==> src/design/cbpg_pkg.sv <==
// package for the cubic bezier point generator
// holds shared widths, constants, datapath opcodes and controller/datapath structs
// no dependencies
`default_nettype none

package cbpg_pkg;

  // coordinate and parameter formats
  localparam int unsigned COORD_W    = 16;              // signed q8.8
  localparam int unsigned N_COORDS   = 12;              // four 3d points
  localparam int unsigned N_AXES     = 3;
  localparam int unsigned N_WEIGHTS  = 4;
  localparam int unsigned U_W        = 17;              // unsigned q0.16, holds 1.0
  localparam int unsigned IDX_W      = 6;
  localparam int unsigned IN_DATA_W  = N_COORDS * COORD_W;
  localparam int unsigned OUT_PAY_W  = N_AXES * COORD_W + IDX_W;
  localparam int unsigned OUT_DATA_W = ((OUT_PAY_W + 7) / 8) * 8;

  localparam logic [U_W-1:0]     ONE_Q16      = 17'h10000;
  localparam logic [U_W-1:0]     U_STEP_RESET = 17'd4096;
  localparam logic [COORD_W-1:0] COORD_BIAS   = 16'h8000;  // signed <-> offset binary

  localparam int unsigned DEFAULT_MAX_POINTS = 64;

  // shared multiplier and accumulator
  localparam int unsigned MUL_A_W = 33;                 // up to 2^32 (u^2 at u = 1.0)
  localparam int unsigned MUL_B_W = 17;
  localparam int unsigned PROD_W  = MUL_A_W + MUL_B_W;
  localparam int unsigned W_W     = 49;                 // bernstein weight, q0.48 incl. 1.0
  localparam int unsigned W_LO_W  = 17;                 // weight split into hi / lo halves
  localparam int unsigned W_HI_W  = W_W - W_LO_W;
  localparam int unsigned ACC_W   = 64;
  localparam int unsigned RND_LSB = 47;                 // half lsb of the q0.48 sum

  // evaluation sequence, at most one multiply issued per step
  localparam int unsigned STEP_W = 6;
  localparam logic [STEP_W-1:0] STEP_COORD0    = 6'd7;   // first weight x coordinate product
  localparam logic [STEP_W-1:0] STEP_COORD_END = 6'd31;  // first step with nothing issued
  localparam logic [STEP_W-1:0] STEP_COMMIT0   = 6'd16;  // x sum complete in accumulator
  localparam logic [STEP_W-1:0] STEP_COMMIT1   = 6'd24;  // y sum complete
  localparam logic [STEP_W-1:0] STEP_LAST      = 6'd32;  // z sum complete

  typedef enum logic [2:0] {
    MUL_NONE,
    MUL_UU,
    MUL_VV,
    MUL_UV,
    MUL_U2U,
    MUL_V2V,
    MUL_UVV,
    MUL_UVU
  } mul_op_e;

  typedef enum logic [3:0] {
    WB_NONE,
    WB_U2,
    WB_V2,
    WB_UV,
    WB_W3,
    WB_W0,
    WB_W1,
    WB_W2,
    WB_ACC_LD,
    WB_ACC_ADD
  } wb_op_e;

  typedef struct packed {
    logic             load_curve;
    logic             u_clear;
    logic             u_advance;
    mul_op_e          mul_op;
    logic             mul_wc;       // weight x coordinate product
    logic [1:0]       mul_wsel;
    logic             mul_hi;
    logic [1:0]       mul_axis;
    wb_op_e           wb_op;
    logic             wb_hi;
    logic             commit;
    logic [1:0]       commit_axis;
    logic             out_load;
    logic [IDX_W-1:0] out_index;
    logic             out_last;
  } cbpg_cmd_t;

  typedef struct packed {
    logic u_end;                    // next u would pass 1.0
  } cbpg_status_t;

endpackage

`default_nettype wire

==> src/design/cbpg_ctrl.sv <==
// controller of the cubic bezier point generator: sequences the shared multiplier
// per point and hands points to the output register; depends on cbpg_pkg
`default_nettype none

module cbpg_ctrl
  import cbpg_pkg::*;
#(
  parameter int unsigned MAX_POINTS = DEFAULT_MAX_POINTS
) (
  input  wire logic         clk_i,
  input  wire logic         rst_ni,
  input  wire logic         in_valid_i,
  output logic              in_ready_o,
  output logic              out_valid_o,
  input  wire logic         out_ready_i,
  input  wire cbpg_status_t status_i,
  output cbpg_cmd_t         cmd_o
);

  localparam int unsigned CNT_W = $clog2(MAX_POINTS);

  typedef enum logic [1:0] {
    ST_IDLE,
    ST_CALC,
    ST_EMIT
  } state_e;

  state_e             state_q;
  logic [STEP_W-1:0]  step_q;
  logic [CNT_W-1:0]   cnt_q;
  logic               out_valid_q;

  logic               slot_free;
  logic               cnt_last;
  logic               pt_last;
  logic [STEP_W-1:0]  ws;
  logic [STEP_W-1:0]  j_iss;
  logic [STEP_W-1:0]  j_wb;
  logic [STEP_W-1:0]  csub;

  assign slot_free = !out_valid_q || out_ready_i;
  assign cnt_last  = (cnt_q == CNT_W'(MAX_POINTS - 1));
  assign pt_last   = status_i.u_end || cnt_last;
  assign ws        = step_q - 6'd1;
  assign j_iss     = step_q - STEP_COORD0;
  assign j_wb      = step_q - (STEP_COORD0 + 6'd1);
  assign csub      = step_q - STEP_COMMIT0;

  assign in_ready_o  = (state_q == ST_IDLE);
  assign out_valid_o = out_valid_q;

  always_comb begin
    cmd_o = '0;
    cmd_o.mul_op = MUL_NONE;
    cmd_o.wb_op  = WB_NONE;

    cmd_o.load_curve = (state_q == ST_IDLE) && in_valid_i;
    cmd_o.u_clear    = cmd_o.load_curve;

    cmd_o.out_load  = (state_q == ST_EMIT) && slot_free;
    cmd_o.out_index = IDX_W'(cnt_q);
    cmd_o.out_last  = pt_last;
    cmd_o.u_advance = cmd_o.out_load && !pt_last;

    if (state_q == ST_CALC) begin
      // issue side: weights first, then weight x coordinate products
      priority if (step_q < STEP_COORD0) begin
        unique case (step_q[2:0])
          3'd0:    cmd_o.mul_op = MUL_UU;
          3'd1:    cmd_o.mul_op = MUL_VV;
          3'd2:    cmd_o.mul_op = MUL_UV;
          3'd3:    cmd_o.mul_op = MUL_U2U;
          3'd4:    cmd_o.mul_op = MUL_V2V;
          3'd5:    cmd_o.mul_op = MUL_UVV;
          3'd6:    cmd_o.mul_op = MUL_UVU;
          default: cmd_o.mul_op = MUL_NONE;
        endcase
      end else if (step_q < STEP_COORD_END) begin
        cmd_o.mul_wc   = 1'b1;
        cmd_o.mul_axis = j_iss[4:3];
        cmd_o.mul_wsel = j_iss[2:1];
        cmd_o.mul_hi   = !j_iss[0];
      end else begin
        cmd_o.mul_wc = 1'b0;
      end

      // write-back side trails the issue side through the product register
      priority if ((step_q != '0) && (step_q <= STEP_COORD0)) begin
        unique case (ws[2:0])
          3'd0:    cmd_o.wb_op = WB_U2;
          3'd1:    cmd_o.wb_op = WB_V2;
          3'd2:    cmd_o.wb_op = WB_UV;
          3'd3:    cmd_o.wb_op = WB_W3;
          3'd4:    cmd_o.wb_op = WB_W0;
          3'd5:    cmd_o.wb_op = WB_W1;
          3'd6:    cmd_o.wb_op = WB_W2;
          default: cmd_o.wb_op = WB_NONE;
        endcase
      end else if ((step_q > STEP_COORD0) && (step_q <= STEP_COORD_END)) begin
        cmd_o.wb_op = (j_wb[2:0] == 3'd0) ? WB_ACC_LD : WB_ACC_ADD;
        cmd_o.wb_hi = !j_wb[0];
      end else begin
        cmd_o.wb_op = WB_NONE;
      end

      cmd_o.commit      = (step_q == STEP_COMMIT0) || (step_q == STEP_COMMIT1) ||
                          (step_q == STEP_LAST);
      cmd_o.commit_axis = csub[4:3];
    end
  end

  always_ff @(posedge clk_i or negedge rst_ni) begin
    if (!rst_ni) begin
      state_q     <= ST_IDLE;
      step_q      <= '0;
      cnt_q       <= '0;
      out_valid_q <= 1'b0;
    end else begin
      unique case (state_q)
        ST_IDLE: begin
          if (in_valid_i) begin
            state_q <= ST_CALC;
            step_q  <= '0;
            cnt_q   <= '0;
          end
        end
        ST_CALC: begin
          if (step_q == STEP_LAST) begin
            state_q <= ST_EMIT;
          end else begin
            step_q <= step_q + 6'd1;
          end
        end
        ST_EMIT: begin
          if (slot_free) begin
            if (pt_last) begin
              state_q <= ST_IDLE;
            end else begin
              state_q <= ST_CALC;
              step_q  <= '0;
              cnt_q   <= cnt_q + CNT_W'(1);
            end
          end
        end
        default: state_q <= ST_IDLE;
      endcase

      if (cmd_o.out_load) begin
        out_valid_q <= 1'b1;
      end else if (out_ready_i) begin
        out_valid_q <= 1'b0;
      end
    end
  end

endmodule

`default_nettype wire

==> src/design/cbpg_datapath.sv <==
// datapath of the cubic bezier point generator: curve store, u accumulator,
// shared multiplier, weight registers, accumulator, rounding and output register; depends on cbpg_pkg
`default_nettype none

module cbpg_datapath
  import cbpg_pkg::*;
(
  input  wire logic                  clk_i,
  input  wire logic                  rst_ni,
  input  wire logic                  cfg_we_i,
  input  wire logic [U_W-1:0]        cfg_wdata_i,
  input  wire logic [IN_DATA_W-1:0]  curve_i,
  input  wire cbpg_cmd_t             cmd_i,
  output cbpg_status_t               status_o,
  output logic [OUT_DATA_W-1:0]      out_tdata_o,
  output logic                       out_tlast_o
);

  logic [U_W-1:0]     u_step_q;
  logic [U_W-1:0]     u_q;
  logic [U_W:0]       u_next;
  logic [U_W-1:0]     v;

  logic [COORD_W-1:0] curve_q [N_COORDS];
  logic [MUL_A_W-1:0] u2_q, v2_q, uv_q;
  logic [W_W-1:0]     w_q [N_WEIGHTS];
  logic [PROD_W-1:0]  prod_q;
  logic [ACC_W-1:0]   acc_q;
  logic [COORD_W-1:0] res_q [N_AXES];

  logic [COORD_W-1:0] pt_x_q, pt_y_q, pt_z_q;
  logic [IDX_W-1:0]   idx_q;
  logic               last_q;

  logic [MUL_A_W-1:0] mul_a;
  logic [MUL_B_W-1:0] mul_b;
  logic [PROD_W-1:0]  prod_d;
  logic [3:0]         coord_idx;
  logic [W_W-1:0]     w_sel;
  logic [PROD_W-1:0]  prod3;
  logic [ACC_W-1:0]   term;
  logic [U_W:0]       rnd;

  assign u_next        = {1'b0, u_q} + {1'b0, u_step_q};
  assign status_o.u_end = (u_next > {1'b0, ONE_Q16});
  assign v             = ONE_Q16 - u_q;   // u never passes 1.0 while evaluated

  // coordinate of weight i on axis k sits at 3i + k
  assign coord_idx = {2'b00, cmd_i.mul_wsel} + {1'b0, cmd_i.mul_wsel, 1'b0} +
                     {2'b00, cmd_i.mul_axis};
  assign w_sel     = w_q[cmd_i.mul_wsel];

  always_comb begin
    mul_a = '0;
    mul_b = '0;
    if (cmd_i.mul_wc) begin
      mul_a = cmd_i.mul_hi ? {1'b0, w_sel[W_W-1:W_LO_W]}
                           : {{(MUL_A_W-W_LO_W){1'b0}}, w_sel[W_LO_W-1:0]};
      mul_b = {1'b0, curve_q[coord_idx]};
    end else begin
      unique case (cmd_i.mul_op)
        MUL_UU:  begin mul_a = {16'b0, u_q}; mul_b = u_q; end
        MUL_VV:  begin mul_a = {16'b0, v};   mul_b = v;   end
        MUL_UV:  begin mul_a = {16'b0, u_q}; mul_b = v;   end
        MUL_U2U: begin mul_a = u2_q;         mul_b = u_q; end
        MUL_V2V: begin mul_a = v2_q;         mul_b = v;   end
        MUL_UVV: begin mul_a = uv_q;         mul_b = v;   end
        MUL_UVU: begin mul_a = uv_q;         mul_b = u_q; end
        default: begin mul_a = '0;           mul_b = '0;  end
      endcase
    end
  end

  assign prod_d = {{MUL_B_W{1'b0}}, mul_a} * {{MUL_A_W{1'b0}}, mul_b};
  assign prod3  = prod_q + {prod_q[PROD_W-2:0], 1'b0};

  // hi half of a weight carries 2^17, and the product stays below 2^47
  assign term = cmd_i.wb_hi ? {prod_q[ACC_W-W_LO_W-1:0], {W_LO_W{1'b0}}}
                            : {{(ACC_W-PROD_W){1'b0}}, prod_q};

  // round to nearest, ties up, from q0.48 weighted sum
  assign rnd = {1'b0, acc_q[ACC_W-1:RND_LSB]} + 18'd1;

  // control-side registers
  always_ff @(posedge clk_i or negedge rst_ni) begin
    if (!rst_ni) begin
      u_step_q <= U_STEP_RESET;
      u_q      <= '0;
    end else begin
      if (cfg_we_i) begin
        u_step_q <= cfg_wdata_i;
      end
      if (cmd_i.u_clear) begin
        u_q <= '0;
      end else if (cmd_i.u_advance) begin
        u_q <= u_next[U_W-1:0];
      end
    end
  end

  // payload registers
  always_ff @(posedge clk_i) begin
    if (cmd_i.load_curve) begin
      for (int i = 0; i < N_COORDS; i++) begin
        curve_q[i] <= curve_i[i*COORD_W +: COORD_W] ^ COORD_BIAS;
      end
    end

    prod_q <= prod_d;

    unique case (cmd_i.wb_op)
      WB_U2:      u2_q   <= prod_q[MUL_A_W-1:0];
      WB_V2:      v2_q   <= prod_q[MUL_A_W-1:0];
      WB_UV:      uv_q   <= prod_q[MUL_A_W-1:0];
      WB_W3:      w_q[3] <= prod_q[W_W-1:0];
      WB_W0:      w_q[0] <= prod_q[W_W-1:0];
      WB_W1:      w_q[1] <= prod3[W_W-1:0];
      WB_W2:      w_q[2] <= prod3[W_W-1:0];
      WB_ACC_LD:  acc_q  <= term;
      WB_ACC_ADD: acc_q  <= acc_q + term;
      default:    ;
    endcase

    if (cmd_i.commit) begin
      res_q[cmd_i.commit_axis] <= rnd[COORD_W:1] ^ COORD_BIAS;
    end

    if (cmd_i.out_load) begin
      pt_x_q <= res_q[0];
      pt_y_q <= res_q[1];
      pt_z_q <= res_q[2];
      idx_q  <= cmd_i.out_index;
      last_q <= cmd_i.out_last;
    end
  end

  assign out_tdata_o = {{(OUT_DATA_W-OUT_PAY_W){1'b0}}, idx_q, pt_z_q, pt_y_q, pt_x_q};
  assign out_tlast_o = last_q;

endmodule

`default_nettype wire

==> src/design/cubic_bezier_point_generator_top.sv <==
// top level of the cubic bezier point generator: stream ports and config register
// depends on cbpg_pkg, cbpg_ctrl and cbpg_datapath
`default_nettype none

// Takes one cubic bezier curve per input transaction (start point, two control
// points, end point, signed q8.8 x/y/z each) and emits the points
// P(u) = (1-u)^3 P0 + 3(1-u)^2 u C0 + 3(1-u) u^2 C1 + u^3 P1 for u = 0, u_step,
// 2 u_step, ... while u <= 1.0, at most MAX_POINTS points, each rounded to
// nearest q8.8 (ties up), with its index and tlast on the final point. The
// weights are exact in q0.48, so a point never leaves the coordinate range.
// All products go through one shared 33x17 multiplier: 7 products build the
// four bernstein weights and 24 more (hi and lo weight half per curve point
// and axis) form the sums; each point runs the evaluation sequence and is
// then moved into the output register once that register is free. A curve of
// n = min(floor(65536 / u_step) + 1, MAX_POINTS) points is evaluated point by
// point; the next curve is accepted once the last point of the
// previous one sits in the output register. u_step resets to 4096 (17 points).
module cubic_bezier_point_generator_top
  import cbpg_pkg::*;
#(
  parameter int unsigned MAX_POINTS = DEFAULT_MAX_POINTS  // 2 .. 64
) (
  input  wire logic                  clk_i,
  input  wire logic                  rst_ni,
  // u_step, unsigned q0.16
  input  wire logic                  cfg_we_i,
  input  wire logic [U_W-1:0]        cfg_wdata_i,
  // curve in: p0_x, p0_y, p0_z, c0_x, c0_y, c0_z, c1_x, c1_y, c1_z, p1_x, p1_y, p1_z
  input  wire logic                  s_axis_tvalid,
  output logic                       s_axis_tready,
  input  wire logic [IN_DATA_W-1:0]  s_axis_tdata,
  // point out: pt_x, pt_y, pt_z, pt_index, two zero pad bits
  output logic                       m_axis_tvalid,
  input  wire logic                  m_axis_tready,
  output logic [OUT_DATA_W-1:0]      m_axis_tdata,
  output logic                       m_axis_tlast    // last_point
);

  cbpg_cmd_t    cmd;
  cbpg_status_t status;

  // sequencer: accept, evaluation steps, hand-off to the output register
  cbpg_ctrl #(
    .MAX_POINTS (MAX_POINTS)
  ) u_ctrl (
    .clk_i       (clk_i),
    .rst_ni      (rst_ni),
    .in_valid_i  (s_axis_tvalid),
    .in_ready_o  (s_axis_tready),
    .out_valid_o (m_axis_tvalid),
    .out_ready_i (m_axis_tready),
    .status_i    (status),
    .cmd_o       (cmd)
  );

  // arithmetic, curve store and output payload
  cbpg_datapath u_datapath (
    .clk_i       (clk_i),
    .rst_ni      (rst_ni),
    .cfg_we_i    (cfg_we_i),
    .cfg_wdata_i (cfg_wdata_i),
    .curve_i     (s_axis_tdata),
    .cmd_i       (cmd),
    .status_o    (status),
    .out_tdata_o (m_axis_tdata),
    .out_tlast_o (m_axis_tlast)
  );

endmodule

`default_nettype wire

==> config.mk <==
export PLATFORM = sky130hd
export DESIGN_NAME = cubic_bezier_point_generator_top
export DESIGN_NICKNAME = d
export VERILOG_FILES = /design/src/design/cbpg_pkg.sv /design/src/design/cbpg_ctrl.sv /design/src/design/cbpg_datapath.sv /design/src/design/cubic_bezier_point_generator_top.sv
export SDC_FILE = /design/constraint.sdc
export NUM_CORES = 2
export LEC_CHECK = 0
export ABC_AREA = 1
export BUFFER_PORTS_ARGS = -buffer_cell sky130_fd_sc_hd__buf_2
export CORE_MARGIN = 5
export CORE_UTILIZATION = 48
export DETAILED_ROUTE_END_ITERATION = 12
export GPL_ROUTABILITY_DRIVEN = 0
export REMOVE_ABC_BUFFERS = 1
export SYNTH_ARGS = -nofsm -noshare
export SYNTH_HDL_FRONTEND = slang
export SYNTH_SLANG_ARGS = --single-unit
==> constraint.sdc <==
create_clock -name clk_i -period 12.5 [get_ports clk_i]
set_input_delay 0.625 -clock clk_i [delete_from_list [all_inputs] [get_ports clk_i]]
set_output_delay 0.625 -clock clk_i [all_outputs]
set_load 0.02 [all_outputs]
Word level (Yosys, flattened, before mapping)
Memory sizes are Yosys's and may differ from the RTL's. A register that Yosys moved wholly into a read port is not among the register bits.
Cells that the tools add are included.
{"block": "op_classes", "n_addsub": 13, "multipliers": 1, "n_lt_le_gt_ge": 6, "n_eq_ne": 39, "muxes": 57, "n_bitwise": 13, "reduce_logical": 33}
{"cell": "one-hot mux 33 bit (5 select lines)", "n": 1}
{"cell": "two-way mux 49 bit", "n": 3}
{"cell": "OR reduction 49 bit", "n": 3}
{"cell": "one-hot mux 64 bit (2 select lines)", "n": 1}
{"cell": "two-way mux 17 bit", "n": 4}
{"cell": "adder 64 bit", "n": 1}
{"cell": "two-way mux 64 bit", "n": 1}
{"cell": "multiplier 33 x 17 -> 50 bit", "n": 1}
{"cell": "adder 49 bit", "n": 1}
{"cell": "two-way mux 6 bit", "n": 7}
{"cell": "one-hot mux 3 bit (7 select lines)", "n": 2}
{"cell": "one-hot mux 17 bit (2 select lines)", "n": 1}
{"cell": "two-way mux 33 bit", "n": 1}
{"cell": "two-way mux 32 bit", "n": 1}
{"cell": "== test 3 bit, second input constant", "n": 10}
{"cell": "two-way mux 1 bit", "n": 22}
{"cell": "adder 17 x 17 -> 18 bit", "n": 1}
{"cell": "== test 3 x 2 -> 1 bit, second input constant", "n": 6}
{"cell": "greater-than comparator 18 x 17 -> 1 bit, second input constant", "n": 1}
{"cell": "one-hot mux 6 bit (3 select lines)", "n": 1}
{"cell": "adder 17 x 1 -> 17 bit, second input constant", "n": 1}
{"cell": "subtractor 17 bit, first input constant", "n": 1}
{"cell": "== test 4 x 3 -> 1 bit, second input constant", "n": 4}
{"cell": "NOT 1 bit", "n": 13}
{"cell": "other kinds (41)", "n": 74}
{"block": "word_totals", "register_bits": 269, "mem_bits_rw": 436, "inputBits": 214, "word_cells": 178, "n_memories": 3}
{"memory": "u_datapath.w_q", "depth": 4, "width": 49, "read_ports": 1, "rd_ports_with_merged_regs": 0, "write_ports": 1, "line": "cbpg_datapath.sv:26", "source": "logic [W_W-1:0] w_q [N_WEIGHTS];"}
{"memory": "u_datapath.curve_q", "depth": 12, "width": 16, "read_ports": 1, "rd_ports_with_merged_regs": 0, "write_ports": 12, "line": "cbpg_datapath.sv:24", "source": "logic [COORD_W-1:0] curve_q [N_COORDS];"}
{"memory": "u_datapath.res_q", "depth": 3, "width": 16, "read_ports": 3, "rd_ports_with_merged_regs": 3, "write_ports": 1, "line": "cbpg_datapath.sv:29", "source": "logic [COORD_W-1:0] res_q [N_AXES];"}

Longest topological paths before layout
{"block": "depth", "ltp_word": 13, "depth_mapped": 49}

Hierarchy
A second synthesis with hierarchy kept.
{"block": "unflattened", "hier_cells": 6873, "area_unflattened_um2": 58477.3}
{"module": "cbpg_datapath", "instances": 1, "cells_each": 6680, "area_per_inst_um2": 57167.3}
{"module": "cbpg_ctrl", "instances": 1, "cells_each": 193, "area_per_inst_um2": 1310.0}

Worst setup path before layout
OpenSTA, ideal clock, no wires.
{"block": "synth_path", "path_kind": "register to register", "startpoint": "register u_ctrl.step_q[0]", "endpoint": "register u_datapath.prod_q[38]", "setup_ps": 123, "arrival_ps": 8960, "required_time_ps": 12377, "setup_slack_ps": 3416, "path_stages_with_launch": 39, "path_buffers": 6, "path_cell_list": "dfrtp_1 clkbuf_1 inv_1 ha_1 inv_1 nor2_8 buf_6 buf_6 fa_1 ha_1 inv_1 fa_1 clkbuf_1 inv_1 clkbuf_1 a211o_1 a21oi_2 buf_4 [... 3 more ...] fa_1 inv_1 fa_1 fa_1 fa_1 inv_1 fa_1 inv_1 ha_1 nand2_1 nor2_1 inv_1 nor2_1 nand3_1 o211a_1 o21ai_0 a21oi_1 xor2_1"}
{"block": "synth_via", "elab_chain_len": 9}
{"item": "from (decl)", "line": "cbpg_ctrl.sv:29", "source": "logic [STEP_W-1:0] step_q;"}
{"item": "from (signal assigned)", "line": "cbpg_ctrl.sv:131", "source": "step_q <= step_q + 6'd1;"}
{"item": "subtractor 5 x 3 -> 5 bit, or another cell as far along", "line": "cbpg_ctrl.sv:45", "source": "assign j_iss = step_q - STEP_COORD0;"}
{"item": "two-way mux 5 bit / one-hot mux 3 bit (7 select lines) (equally long branches)", "line": "cbpg_ctrl.sv:78, cbpg_ctrl.sv:68"}
{"item": "two-way mux 6 bit / two-way mux 3 bit (equally long branches)", "line": "cbpg_ctrl.sv:67", "source": "priority if (step_q < STEP_COORD0) begin"}
{"item": "two-way mux 17 bit *", "line": "cbpg_ctrl.sv:65", "source": "if (state_q == ST_CALC) begin"}
{"item": "adder 2 x 3 -> 4 bit, or another cell as far along", "line": "cbpg_datapath.sv:49", "source": "assign coord_idx = {2'b00, cmd_i.mul_wsel} + {1'b0, cmd_i.mul_wsel, 1'b0} +"}
{"item": "adder 4 x 2 -> 4 bit, or another cell as far along", "line": "cbpg_datapath.sv:49"}
{"item": "memory read (12 x 16 bit), or another cell as far along"}
{"item": "two-way mux 17 bit / two-way mux 33 bit (equally long branches)", "line": "cbpg_datapath.sv:56", "source": "if (cmd_i.mul_wc) begin"}
{"item": "multiplier 33 x 17 -> 50 bit *", "line": "cbpg_datapath.sv:74", "source": "assign prod_d = {{MUL_B_W{1'b0}}, mul_a} * {{MUL_A_W{1'b0}}, mul_b};"}
{"item": "named net u_datapath.prod_d[38]", "line": "cbpg_datapath.sv:37", "source": "logic [PROD_W-1:0] prod_d;"}
{"item": "to (signal assigned)", "line": "cbpg_datapath.sv:109", "source": "prod_q <= prod_d;"}
{"item": "to (decl)", "line": "cbpg_datapath.sv:27", "source": "logic [PROD_W-1:0] prod_q;"}
The timed path passes the listed nets; every way through them passes the cells marked *.
A chain may end at the register's enable or synchronous reset.

Worst setup path after layout
{"block": "layout_path", "startpoint": "register u_ctrl.step_q[0]", "endpoint": "register u_datapath.prod_q[34]"}
Same word-level chain as after synthesis.

==> summary.md <==
| Metric | Value |
|---|---|
| Distinct cells, synth | `76` |
| Core area | `about 120000 um2` |
| # clock sinks | `roughly 750` |
| Slowest CP cell | `nand3_2` |
| Synthesized area | `~57000 um2` |
| Die width | `between 300 and 400 um` |
| Max-Cap Viols | `0` |
| Vias | `around 46k` |
| GR Overflow Total | `0` |
| First-pass GRT wire length | `~280000 um` |
| Share of layout cells above drive strength 1 | `a little under a tenth` |
| # nets final | `7583` |
| Cell taking the most area after synthesis | `edfxtp_1` |
| Wirelength per Cell | `about 22 um` |
| Synth top area cells | `edfxtp_1 (34%), fa_1 (16%), nand2_1 (10%), inv_1 (7.0%), ha_1 (5.7%)` |
| TritonCTS buffer count | `between 80 and 90` |
| Most used cell, CP | `fa_1` |
| Fmax | `approximately 89 MHz` |
| Largest net degree at the start of global routing | `87` |
| Register area share after synthesis | `about two fifths` |
| Arr. time, crit path | `about 12000 ps` |
| Setup Crit Path Kind | `reg -> reg` |
| Main synth FF type | `edfxtp_1` |
| Clock latency on the worst-skew pair | `between 600 and 700 ps` |
| Vias in the first global route | `around 45k` |
| Fin crit share | `approximately 90%` |
| Tot GR Track Use | `28.9%` |
| CTS tree | `done` |
| Commonest cells post-synth | `nand2_1 (1595), inv_1 (1062), edfxtp_1 (654), nor2_1 (566), fa_1 (469)` |
| Area Growth Syn to Fin | `9.57%` |
| Cell with the most instances after synthesis | `nand2_1` |
| Crit start category | `flip-flop` |
| Share of the synthesized area in the top cell type | `between 30% and 40%` |
| Syn_area_per_cell | `between 8 and 9 um2` |
| Syn Inst Count | `around 6.4k` |
| Setup Skew | `about 37 ps` |
| Port bufs | `270` |
| Max incr delay on CP | `between 700 and 800 ps` |
| Pre-CTS WS | `about 1500 ps` |
| Setup-failing EPs final | `0` |
| Die area | `roughly 130000 um2` |
| HPWL after DPL | `around 140000 um` |
| Max-slew violations | `0` |
| Initial antenna violation count | `8` |
| Ys Warns | `0` |
| Fin Setup TNS | `0 ps` |
| TritonRoute pass-1 iters | `6` |
| CTS max path bufs | `3` |
| Number of flops mapped to enable cells by yosys | `654` |
| RSZ-0062 raised after global routing | `no` |
| Worst Path Required | `roughly 13000 ps` |
| Hold Vio Cnt, Final | `0` |
| DRC | `0` |
| Htree depth | `3` |
| Die Span Y | `about 350 um` |
| Post-CTS Hold Fix Bufs | `0` |
| FP Rows | `approximately 130` |
| Initial Util | `between 40% and 50%` |
| Slew headroom | `13.1%` |
| Vias/cell | `~5.5` |
| HP Class | `in -> async` |
| Yosys reg bits | `753` |
| CP Capture Type | `flip-flop` |
| Fin crit period | `about 11000 ps` |
| Critical Path Fanout Max | `39` |
| Slew @ Worst Pin | `between 1000 and 1500 ps` |
| Post-CTS Setup Repair Bufs | `0` |
| Root Driver | `clkbuf_16` |
| DRT Wirelength | `~180000 um` |
| Post-CTS sizing | `0` |
| Status | `complete, no violations` |
| Final ANT Viol Nets | `0` |
| Clock-pin slew on the worst setup and hold paths | `~80 ps` |
| Io pins | `around 270` |
| DRT iter0 DRCs | `between 4k and 5k` |
| Final worst slack | `between 1000 and 1500 ps` |
| Ys async rst share | `~6.5%` |
[routing by layer]
metal	vias up	GRT usage, %	wire [um]
met5	-	0	0
met4	0	11.5	8440
met3	398	5.15	14700
met2	1907	46.3	84500
met1	22500	39.3	75800
li1	21000	-	-
[per-stage QoR]
step | instances | utilization [%] | area (um2) | hold slack, ps
global placement | 8087 | 50.5 | 59700 | 401
detailed placement | 8087 | 50.5 | 59700 | 405
floorplan | 6225 | - | 55900 | 329
CTS | 8245 | 52.9 | 62500 | 48.8
finish | 8254 | 53.0 | 62500 | 71.7
global route | 8252 | 53.0 | 62500 | 76.1
[cell usage in the layout (no fill, tap or decap), types with 250 or more instances in the layout]
cell type	instances
buf_2	270
inv_1	1059
nor2_1	558
ha_1	261
o21ai_0	250
nand2_1	1594
fa_1	469
nand3_1	266
a21oi_1	322
edfxtp_1	654
[sequential cells by signal (all words and copies together) (netlist names)]
| register | cells |
|---|---|
| u_datapath.idx_q | 6 |
| u_datapath.out_tlast_o | 1 |
| u_ctrl.step_q | 6 |
| u_datapath.w_q | 196 |
| u_datapath.u_step_q | 17 |
| u_datapath.u_q | 17 |
| u_datapath.prod_q | 50 |
| u_datapath.res_q | 48 |
| u_datapath.u2_q | 33 |
| u_datapath.acc_q | 64 |
| u_datapath.v2_q | 33 |
| m_axis_tdata | 48 |
| u_datapath.curve_q | 192 |
| u_datapath.uv_q | 33 |
| u_ctrl.out_valid_o | 1 |
| u_ctrl.state_q | 2 |
| u_ctrl.cnt_q | 6 |
[worst paths after layout]
kind,depth (start not counted),slack (ps),end,from
setup reg to reg,37,1270,u_datapath.prod_q[34],u_ctrl.step_q[0]
min in group clk_i,1,110,u_datapath.curve_q[8][0],s_axis_tdata[128]
hold / removal,2,70,u_datapath.u_step_q[13],rst_ni
hold reg to reg,0,410,m_axis_tdata[37],u_datapath.res_q[2][5]
max in group asynchronous,2,11920,u_ctrl.step_q[2],rst_ni
setup / recovery,37,1270,u_datapath.prod_q[34],u_ctrl.step_q[0]
[kinds of logic after synthesis]
kind of cell	after synthesis	share of synthesized area (%)
adders and majority gates	731	22.2
other	1	0.00657
muxes	16	0.316
buffers and inverters	1306	9.43
DFF	753	38.3
AOI/OAI and AO/OA	801	8.06
and+or+nand+nor	2650	19.2
xor gates and xnor gates	162	2.49
[final cells by class]
cell class	count	area (um2)
clock buffer	103	2260
tap	1536	1920
antenna	9	22.5
multi-input combinational	4362	29900
fill	10900	55500
timing repair buffer	326	1780
clock inverter	55	589
sequential	753	21900
inverter	1110	4180
[critical path: cells and delay by family (launching register included)]
| kind | cells | cell delay (ps) |
|---|---|---|
| simple gates | 10 | 2730 |
| buf+inv | 10 | 1790 |
| xor+xnor | 1 | 310 |
| fa+ha+maj | 10 | 4250 |
| flops | 1 | 520 |
| compound gates | 6 | 1440 |
Power is not shown: default switching activity piles up to over one toggle a cycle in this logic, so the estimate is an artifact.
